<file path="config.mk">
export PLATFORM = sky130hd
export DESIGN_NAME = vf_ramp_phase_generator_core
export DESIGN_NICKNAME = d
export VERILOG_FILES = /design/src/sv/vrpg_pkg.sv /design/src/sv/vrpg_ramp.sv /design/src/sv/vrpg_mult.sv /design/src/sv/vrpg_acc.sv /design/src/sv/vf_ramp_phase_generator_core.sv
export VERILOG_INCLUDE_DIRS = /design/src /design/src/sv
export SDC_FILE = /design/constraint.sdc
export NUM_CORES = 2
export LEC_CHECK = 0
export BUFFER_PORTS_ARGS = -buffer_cell sky130_fd_sc_hd__buf_2
export CORE_UTILIZATION = 45
export CTS_CLUSTER_SIZE = 28
export DETAILED_ROUTE_END_ITERATION = 6
export PLACE_DENSITY = 0.7
export RECOVER_POWER = 25
export SLEW_MARGIN = 20
export SYNTH_ARGS = -nofsm -noshare
export SYNTH_HDL_FRONTEND = slang
export SYNTH_HIERARCHICAL = 1
export SYNTH_SLANG_ARGS = --single-unit
</file>
<file path="constraint.sdc">
create_clock -name clk_i -period 6.85 [get_ports clk_i]
set_input_delay 0.3425 -clock clk_i [delete_from_list [all_inputs] [get_ports clk_i]]
set_output_delay 0.3425 -clock clk_i [all_outputs]
set_load 0.01 [all_outputs]
</file>
<file path="src/sv/assert_macros.svh">
// Assertion macros shared by the ramp phase generator modules.
`ifndef ASSERT_MACROS_SVH
`define ASSERT_MACROS_SVH

// Plain property on clk_i, off while rst_ni is low.
`define VRPG_ASSERT(lbl, prop, msg) \
  lbl: assert property (@(posedge clk_i) disable iff (!rst_ni) (prop)) else $error(msg);

// Same-cycle implication on clk_i, off while rst_ni is low.
`define VRPG_ASSERT_IMPL(lbl, ante, cons, msg) \
  lbl: assert property (@(posedge clk_i) disable iff (!rst_ni) (ante) |-> (cons)) \
    else $error(msg);

`endif

</file>
<file path="src/sv/vrpg_pkg.sv">
// Shared widths, register codes and stage records of the ramp phase generator.
package vrpg_pkg;

  localparam int FREQ_BITS   = 24;
  localparam int PHASE_BITS  = 32;
  localparam int STEP_BITS   = 24;
  localparam int MGAIN_BITS  = 24;
  localparam int PGAIN_BITS  = 32;
  localparam int INDEX_BITS  = 16;
  localparam int MGAIN_SHIFT = 24;
  localparam int PGAIN_SHIFT = 16;

  localparam logic [INDEX_BITS-1:0] INDEX_MAX = 16'd32768;

  localparam int IDX_RAW_BITS = FREQ_BITS + MGAIN_BITS - MGAIN_SHIFT;

  localparam int CFG_ADDR_BITS = 2;
  localparam int CFG_DATA_BITS = 32;

  localparam int IN_FIELD_BITS  = FREQ_BITS + 2;
  localparam int IN_TDATA_BITS  = ((IN_FIELD_BITS + 7) / 8) * 8;
  localparam int OUT_FIELD_BITS = PHASE_BITS + INDEX_BITS + 3 + FREQ_BITS;
  localparam int OUT_TDATA_BITS = ((OUT_FIELD_BITS + 7) / 8) * 8;

  typedef enum logic [CFG_ADDR_BITS-1:0] {
    REG_ACCEL_STEP = 2'd0,
    REG_MOD_GAIN   = 2'd1,
    REG_PHASE_GAIN = 2'd2
  } cfg_reg_e;

  // State after one tick: ramped frequency, direction and active flag.
  typedef struct packed {
    logic [FREQ_BITS-1:0] freq;
    logic                 dir;
    logic                 active;
  } ramp_rec_t;

  // Scaled products of one tick, with the state they came from.
  typedef struct packed {
    logic [IDX_RAW_BITS-1:0] idx_raw;
    logic [PHASE_BITS-1:0]   ph_inc;
    ramp_rec_t               rec;
  } prod_rec_t;

  typedef struct packed {
    logic [OUT_TDATA_BITS-OUT_FIELD_BITS-1:0] pad;
    logic [FREQ_BITS-1:0]                     present_freq;
    logic                                     drive_update;
    logic                                     active;
    logic                                     direction;
    logic [INDEX_BITS-1:0]                    mod_index;
    logic [PHASE_BITS-1:0]                    phase;
  } out_word_t;

endpackage

</file>
<file path="src/sv/vrpg_ramp.sv">
// Ramp stage: enable and direction handshake with the motor and frequency ramp.
`include "assert_macros.svh"

module vrpg_ramp (
  input  logic                             clk_i,
  input  logic                             rst_ni,
  input  logic [vrpg_pkg::STEP_BITS-1:0]   accel_step_i,
  input  logic                             in_valid_i,
  output logic                             in_ready_o,
  input  logic [vrpg_pkg::FREQ_BITS-1:0]   target_freq_i,
  input  logic                             requested_dir_i,
  input  logic                             requested_enable_i,
  output logic                             out_valid_o,
  input  logic                             out_ready_i,
  output vrpg_pkg::ramp_rec_t              rec_o
);
  import vrpg_pkg::*;

  localparam int CW = ((FREQ_BITS > STEP_BITS) ? FREQ_BITS : STEP_BITS) + 1;

  ramp_rec_t rec_q, rec_d;
  logic      valid_q, valid_d;
  logic      accept;

  logic [CW-1:0] f0, s, t, f1, f2;
  logic          act1, dir2;

  assign in_ready_o = !valid_q || out_ready_i;
  assign accept     = in_valid_i && in_ready_o;

  assign f0 = CW'(rec_q.freq);
  assign s  = CW'(accel_step_i);
  assign t  = CW'(target_freq_i);

  always_comb begin
    f1   = f0;
    act1 = rec_q.active;
    dir2 = rec_q.dir;
    // Enable change: ramp to zero, then take the request.
    if (requested_enable_i != rec_q.active) begin
      if (f0 <= s) begin
        f1   = '0;
        act1 = requested_enable_i;
      end else begin
        f1 = f0 - s;
      end
    end
    f2 = f1;
    if (act1 && (requested_enable_i == act1)) begin
      if (requested_dir_i != rec_q.dir) begin
        // Direction change: ramp to zero, then switch.
        if (f1 <= s) begin
          f2   = '0;
          dir2 = requested_dir_i;
        end else begin
          f2 = f1 - s;
        end
      end else if (f1 > t) begin
        f2 = ((f1 - t) <= s) ? t : (f1 - s);
      end else if (f1 < t) begin
        f2 = ((t - f1) <= s) ? t : (f1 + s);
      end
    end
  end

  always_comb begin
    rec_d = rec_q;
    if (accept) begin
      rec_d.freq   = f2[FREQ_BITS-1:0];
      rec_d.dir    = dir2;
      rec_d.active = act1;
    end
    if (accept) begin
      valid_d = 1'b1;
    end else if (out_ready_i) begin
      valid_d = 1'b0;
    end else begin
      valid_d = valid_q;
    end
  end

  always_ff @(posedge clk_i or negedge rst_ni) begin
    if (!rst_ni) begin
      rec_q   <= '0;
      valid_q <= 1'b0;
    end else begin
      rec_q   <= rec_d;
      valid_q <= valid_d;
    end
  end

  assign out_valid_o = valid_q;
  assign rec_o       = rec_q;

  `VRPG_ASSERT_IMPL(a_idle_at_zero, !rec_q.active, rec_q.freq == '0, "inactive with nonzero frequency")
  `VRPG_ASSERT_IMPL(a_dir_flip_at_zero, !$stable(rec_q.dir), rec_q.freq == '0, "direction switched while turning")
  `VRPG_ASSERT_IMPL(a_act_drop_at_zero, $fell(rec_q.active), rec_q.freq == '0, "disabled while turning")

endmodule

</file>
<file path="src/sv/vrpg_mult.sv">
// Product stage: frequency times modulation gain and phase gain, registered.
module vrpg_mult (
  input  logic                             clk_i,
  input  logic                             rst_ni,
  input  logic [vrpg_pkg::MGAIN_BITS-1:0]  mod_gain_i,
  input  logic [vrpg_pkg::PGAIN_BITS-1:0]  phase_gain_i,
  input  logic                             in_valid_i,
  output logic                             in_ready_o,
  input  vrpg_pkg::ramp_rec_t              rec_i,
  output logic                             out_valid_o,
  input  logic                             out_ready_i,
  output vrpg_pkg::prod_rec_t              prod_o
);
  import vrpg_pkg::*;

  logic [FREQ_BITS+MGAIN_BITS-1:0] idx_full;
  logic [FREQ_BITS+PGAIN_BITS-1:0] ph_full;
  prod_rec_t                       prod_q;
  logic                            valid_q;
  logic                            load;

  assign in_ready_o = !valid_q || out_ready_i;
  assign load       = in_valid_i && in_ready_o;

  assign idx_full = (FREQ_BITS+MGAIN_BITS)'(rec_i.freq) * (FREQ_BITS+MGAIN_BITS)'(mod_gain_i);
  assign ph_full  = (FREQ_BITS+PGAIN_BITS)'(rec_i.freq) * (FREQ_BITS+PGAIN_BITS)'(phase_gain_i);

  always_ff @(posedge clk_i or negedge rst_ni) begin
    if (!rst_ni) begin
      valid_q <= 1'b0;
    end else if (load) begin
      valid_q <= 1'b1;
    end else if (out_ready_i) begin
      valid_q <= 1'b0;
    end
  end

  always_ff @(posedge clk_i) begin
    if (load) begin
      prod_q.idx_raw <= idx_full[MGAIN_SHIFT +: IDX_RAW_BITS];
      prod_q.ph_inc  <= ph_full[PGAIN_SHIFT +: PHASE_BITS];
      prod_q.rec     <= rec_i;
    end
  end

  assign out_valid_o = valid_q;
  assign prod_o      = prod_q;

endmodule

</file>
<file path="src/sv/vrpg_acc.sv">
// Output stage: index saturation, phase accumulator and result register.
`include "assert_macros.svh"

module vrpg_acc (
  input  logic                             clk_i,
  input  logic                             rst_ni,
  input  logic                             in_valid_i,
  output logic                             in_ready_o,
  input  vrpg_pkg::prod_rec_t              prod_i,
  output logic                             out_valid_o,
  input  logic                             out_ready_i,
  output logic [vrpg_pkg::PHASE_BITS-1:0]  phase_o,
  output logic [vrpg_pkg::INDEX_BITS-1:0]  mod_index_o,
  output logic                             direction_o,
  output logic                             active_o,
  output logic                             drive_update_o,
  output logic [vrpg_pkg::FREQ_BITS-1:0]   present_freq_o
);
  import vrpg_pkg::*;

  localparam int SW = (IDX_RAW_BITS > INDEX_BITS) ? IDX_RAW_BITS : INDEX_BITS;

  logic [SW-1:0]         idx_ext;
  logic [INDEX_BITS-1:0] mod_d, mod_q;
  logic [PHASE_BITS-1:0] phase_d, phase_q;
  logic [FREQ_BITS-1:0]  freq_q;
  logic                  dir_q, act_q;
  logic                  valid_q;
  logic                  load;

  assign in_ready_o = !valid_q || out_ready_i;
  assign load       = in_valid_i && in_ready_o;

  assign idx_ext = SW'(prod_i.idx_raw);

  always_comb begin
    if (!prod_i.rec.active) begin
      mod_d = '0;
    end else if (idx_ext > SW'(INDEX_MAX)) begin
      mod_d = INDEX_MAX;
    end else begin
      mod_d = idx_ext[INDEX_BITS-1:0];
    end
    // Advance only while driving; hold otherwise.
    phase_d = prod_i.rec.active ? (phase_q + prod_i.ph_inc) : phase_q;
  end

  always_ff @(posedge clk_i or negedge rst_ni) begin
    if (!rst_ni) begin
      valid_q <= 1'b0;
      phase_q <= '0;
    end else begin
      if (load) begin
        valid_q <= 1'b1;
        phase_q <= phase_d;
      end else if (out_ready_i) begin
        valid_q <= 1'b0;
      end
    end
  end

  always_ff @(posedge clk_i) begin
    if (load) begin
      mod_q  <= mod_d;
      freq_q <= prod_i.rec.freq;
      dir_q  <= prod_i.rec.dir;
      act_q  <= prod_i.rec.active;
    end
  end

  assign out_valid_o    = valid_q;
  assign phase_o        = phase_q;
  assign mod_index_o    = mod_q;
  assign direction_o    = dir_q;
  assign active_o       = act_q;
  assign drive_update_o = act_q;
  assign present_freq_o = freq_q;

  `VRPG_ASSERT_IMPL(a_index_sat, valid_q, mod_q <= INDEX_MAX, "modulation index above one")
  `VRPG_ASSERT_IMPL(a_idle_no_index, valid_q && !act_q, mod_q == '0, "index while inactive")
  `VRPG_ASSERT(a_phase_moves_on_drive, $stable(phase_q) || $past(load && prod_i.rec.active), "phase moved without a driving word")

endmodule

</file>
<file path="src/sv/vf_ramp_phase_generator_core.sv">
// Top level: stream ports, configuration registers and the three pipeline stages.
// An accepted word passes the ramp, product and output stage registers in turn to m_axis.
// Throughput: one word per cycle; s_axis ready drops only while all three stages
// hold words and m_axis is stalled.
// The ramp state turns over with each accepted word in the ramp stage; the two gain
// products sit in their own stage, the phase accumulator in the output stage.
// Reset (rst_ni low, asynchronous): pipeline empty, forward, inactive, frequency
// and phase zero, accel_step one, both gains zero.
module vf_ramp_phase_generator_core (
  input  logic                                 clk_i,
  input  logic                                 rst_ni,
  input  logic                                 cfg_valid_i,
  output logic                                 cfg_ready_o,
  input  logic [vrpg_pkg::CFG_ADDR_BITS-1:0]   cfg_index_i,
  input  logic [vrpg_pkg::CFG_DATA_BITS-1:0]   cfg_data_i,
  input  logic                                 s_axis_tvalid,
  output logic                                 s_axis_tready,
  // target_freq, requested_dir, requested_enable, zero pad
  input  logic [vrpg_pkg::IN_TDATA_BITS-1:0]   s_axis_tdata,
  output logic                                 m_axis_tvalid,
  input  logic                                 m_axis_tready,
  // phase, mod_index, direction, active, drive_update, present_freq, zero pad
  output logic [vrpg_pkg::OUT_TDATA_BITS-1:0]  m_axis_tdata
);
  import vrpg_pkg::*;

  logic [STEP_BITS-1:0]  accel_step_q;
  logic [MGAIN_BITS-1:0] mod_gain_q;
  logic [PGAIN_BITS-1:0] phase_gain_q;
  logic                  cfg_wr;

  ramp_rec_t rec;
  prod_rec_t prod;
  logic      ramp_valid, mult_ready, mult_valid, acc_ready;
  out_word_t word;

  assign cfg_ready_o = 1'b1;
  assign cfg_wr      = cfg_valid_i && cfg_ready_o;

  always_ff @(posedge clk_i or negedge rst_ni) begin
    if (!rst_ni) begin
      accel_step_q <= STEP_BITS'(1);
      mod_gain_q   <= '0;
      phase_gain_q <= '0;
    end else if (cfg_wr) begin
      unique case (cfg_reg_e'(cfg_index_i))
        REG_ACCEL_STEP: accel_step_q <= cfg_data_i[STEP_BITS-1:0];
        REG_MOD_GAIN:   mod_gain_q   <= cfg_data_i[MGAIN_BITS-1:0];
        REG_PHASE_GAIN: phase_gain_q <= cfg_data_i[PGAIN_BITS-1:0];
        default: ;
      endcase
    end
  end

  vrpg_ramp u_ramp (
    .clk_i              (clk_i),
    .rst_ni             (rst_ni),
    .accel_step_i       (accel_step_q),
    .in_valid_i         (s_axis_tvalid),
    .in_ready_o         (s_axis_tready),
    .target_freq_i      (s_axis_tdata[FREQ_BITS-1:0]),
    .requested_dir_i    (s_axis_tdata[FREQ_BITS]),
    .requested_enable_i (s_axis_tdata[FREQ_BITS+1]),
    .out_valid_o        (ramp_valid),
    .out_ready_i        (mult_ready),
    .rec_o              (rec)
  );

  vrpg_mult u_mult (
    .clk_i        (clk_i),
    .rst_ni       (rst_ni),
    .mod_gain_i   (mod_gain_q),
    .phase_gain_i (phase_gain_q),
    .in_valid_i   (ramp_valid),
    .in_ready_o   (mult_ready),
    .rec_i        (rec),
    .out_valid_o  (mult_valid),
    .out_ready_i  (acc_ready),
    .prod_o       (prod)
  );

  assign word.pad = '0;

  vrpg_acc u_acc (
    .clk_i          (clk_i),
    .rst_ni         (rst_ni),
    .in_valid_i     (mult_valid),
    .in_ready_o     (acc_ready),
    .prod_i         (prod),
    .out_valid_o    (m_axis_tvalid),
    .out_ready_i    (m_axis_tready),
    .phase_o        (word.phase),
    .mod_index_o    (word.mod_index),
    .direction_o    (word.direction),
    .active_o       (word.active),
    .drive_update_o (word.drive_update),
    .present_freq_o (word.present_freq)
  );

  assign m_axis_tdata = word;

endmodule
</file>
==> reports/metrics.csv <==
stage,metric,value,unit
placed_design,dpl hpwl,146000,µm
yosys,"top cells by count, synth","inv_1 (1343), fa_1 (1118), nand2_1 (875), and2_1 (644), ha_1 (502)",
floorplan,die area,136000,µm²
placed_design,dpl cells,8829,
layout,Final Core Density,0.549,
placed_design,DP Area,66800,µm²
status,violated checks,"max-capacitance violations, max-slew violations, negative setup slack",
floorplan,Initial Utilization,0.454,
sta,Final setup viols,56,
clock_tree,clk_lat worst skew,0.63,ns
layout,P&R area growth vs syn,20.8,%
yosys,number of synthesized flops with an enable pin,124,
global_route,grt ovf,0,
clock_tree,CTS H-tree depth,2,
yosys,synthesized area,60600,µm²
clock_tree,clock slew seen by the registers of the worst setup and hold paths,0.07,ns
sta,Slew Limit Fails,88,
route,Iter 0 DRT Violations,4615,
global_route,vias in the first global route,53200,
clock_tree,clk buf depth,3,
worst_setup_path,Startpoint Class,flip-flop,
worst_setup_path,CP Max Fanout,30,
yosys,top-area cell type share of the netlist area,0.369,
yosys,"FF+latch count, synth",265,
route,drt pass-1 iters,6,
flow_run,Max-cap violations,2,
sta,setup ws final,-0.478,ns
sta,WHS,0.0336,ns
worst_setup_path,CP required,7.21,ns
yosys,"Distinct cells, synth",110,
route,final antenna-violating net count,0,
global_route,largest net degree at the start of global routing,63,
layout,# nets final,9017,
clock_tree,clock sink count,265,
status,outcome,"finished, violations left",
yosys,"top cells by area, synth","fa_1 (37%), ha_1 (10%), inv_1 (8.3%)",
layout,share of cells above drive strength 1,0.209,
global_route,first-pass GRT wire length,315000,µm
worst_setup_path,Crit. End Element,flip-flop,
layout,Filler Cell Count,11600,
yosys,Synth area leader,fa_1,
hold_path,HP Class,input pin to flip-flop,
placed_design,RePlAce Congestion,0.995,
yosys,syn_area_per_cell,9.11,µm²
yosys,Post-Syn Instances,6655,
yosys,cell with the most instances after synthesis,inv_1,
clock_tree,CTS tree,yes,
floorplan,Die H,369,µm
yosys,sequential share of the synthesized area,0.120,
placed_design,IO Port Bufs,141,
global_route,Total GRT Usage,0.304,
clock_tree,clk root buf,clkbuf_16,
worst_setup_path,crit path DAT,7.69,ns
sta,final clock period utilization by the worst path,1.07,
floorplan,num ports,154,
sta,Slew headroom,-1.84,
sta,Fin. Hold Viols,0,
yosys,"Top FF cell, synth",dfrtp_1,
floorplan,standard-cell rows,134,
route,via count,51200,
route,vias per inst,5.61,
sta,RSZ-0062 raised after global routing,yes,
route,Remaining DRCs,0,
route,routed wire length,212000,µm
clock_tree,total CTS buffers,36,
sta,worst clock skew,0.0358,ns
sta,Slew @ Worst Pin,4.27,ns
yosys,YS warnings,6,
yosys,Async SR Flop Fraction,0.532,
route,WL/cell,23.2,µm
floorplan,CORE AREA,133000,µm²
floorplan,overall die width,369,µm
worst_setup_path,CP Class,flip-flop to flip-flop,
global_route,antenna violations before repair,11,
layout,Finished Cell Area,73200,µm²
sta,fmax,0.136,GHz
layout,Layout Cells excl Fill,9130,
sta,fin crit period,7.33,ns
[path summary, 6_finish.rpt]
kind	cells after the start	to	slack, ns	start
worst max-delay path	26	u_mult/prod_o[74]$_DFFE_PP_	-0.48	u_ramp/rec_o[18]$_DFFE_PN0P_
worst min-delay path	2	u_ramp/rec_o[1]$_DFFE_PN0P_	0.03	s_axis_tdata[24]
worst max register to register	26	u_mult/prod_o[74]$_DFFE_PP_	-0.48	u_ramp/rec_o[18]$_DFFE_PN0P_
worst min register to register	0	u_acc/present_freq_o[22]$_DFFE_PP_	0.42	u_mult/prod_o[24]$_DFFE_PP_
max in group asynchronous	2	u_ramp/rec_o[4]$_DFFE_PN0P_	2.30	rst_ni
min in group asynchronous	2	u_acc/phase_o[18]$_DFFE_PN0P_	1.78	rst_ni
[state kept, by name, summed over array words and instances (netlist names)]
signal and cells:
u_ramp/rec_o 26, phase_gain_q 32, u_acc/phase_o 32, u_ramp/out_valid_o 1
accel_step_q 24, u_acc/active_o 1, u_mult/out_valid_o 1, u_acc/mod_index_o 16
u_acc/out_valid_o 1, u_mult/prod_o 82, u_acc/direction_o 1, u_acc/present_freq_o 24
mod_gain_q 24
[cell type report]
| type | count | area [µm²] | share of cell area |
|---|---|---|---|
| diodes | 10 | 25.0 | 0.000342 |
| clock buffers | 50 | 983 | 0.0134 |
| clock inverters | 14 | 148 | 0.00202 |
| inverters | 1343 | 5050 | 0.0689 |
| multi-input cells | 4704 | 48700 | 0.665 |
| flip-flops and latches | 265 | 7300 | 0.0996 |
| well taps | 1768 | 2210 | 0.0302 |
| repair buffers | 976 | 8800 | 0.120 |
[critical path, stage by stage (launching register included)]
cell and delay [ns]:
dfrtp_2 0.43, buf_12 0.17, and2_1 0.21, fa_1 0.57
fa_1 0.73, inv_1 0.11, fa_1 0.51, inv_2 0.04
fa_1 0.49, inv_1 0.05, fa_1 0.50, inv_2 0.05
fa_1 0.56, inv_2 0.05, fa_1 0.50, inv_2 0.05
ha_4 0.22, a211oi_4 0.25, nand2_2 0.10, o311ai_4 0.22
buf_6 0.19, a31o_4 0.18, a21oi_2 0.06, a211o_1 0.29
buf_6 0.14, a221oi_2 0.27, xnor2_1 0.10
[metrics by stage]
step           setup slack, ns  setup TNS (ns)
2_1_floorplan          0.00648               0
3_3_place_gp            -0.888          -43.76
3_5_place_dp             -1.03          -50.87
4_1_cts                 -0.206           -3.44
5_1_grt                 -0.598          -22.22
6_report                -0.478          -13.40
[cells by family after synthesis]
kind of cell             after synthesis  share of synthesized area
adder cells (fa/ha/maj)             1620                      0.473
other                                  2                   0.000124
flip-flops                           265                      0.120
AND/OR/NAND/NOR                     1943                      0.158
buffers and inverters               1690                      0.108
AO/OA/AOI/OAI                        840                     0.0943
XOR/XNOR                             181                     0.0265
multiplexers                         114                     0.0208
[what timing repair did]
item | in CTS | in global routing
hold buffers | 10 | 0
cloned | 37 | 6
gates resized for setup | 400 | 226
endpoints found under the setup margin | 76 | 68
buffers inserted | 148 | 47
endpoints found under the hold margin | 68 | 0
pin swaps | 206 | 147
[cell usage in the layout, fill, tap and decap left out, types with 38 or more instances in the layout]
master,n
nand2_1,854
a21oi_1,175
clkbuf_16,45
edfxtp_1,124
and2_1,609
o21a_1,38
buf_2,139
ha_1,463
xor2_1,56
buf_6,53
buf_4,669
dfrtp_1,107
fa_2,41
buf_12,42
a21oi_2,40
nand4_1,41
nor2_1,144
mux2_2,82
inv_2,40
o21ai_0,124
inv_1,1301
a21o_1,94
xnor2_1,115
fa_1,1077
[metal layers]
| metal | GRT usage | wire length (µm) | vias to the layer above |
|---|---|---|---|
| met1 | 0.393 | 82400 | 25700 |
| met3 | 0.0735 | 21500 | 721 |
| met2 | 0.470 | 93300 | 2795 |
| met4 | 0.166 | 14400 | 4 |
| li1 | - | - | 22000 |
| met5 | 0 | 24 | - |
Power is left out: the tool's default activity adds up to more than one toggle a clock period on the data nets, which glitch-free logic cannot reach.
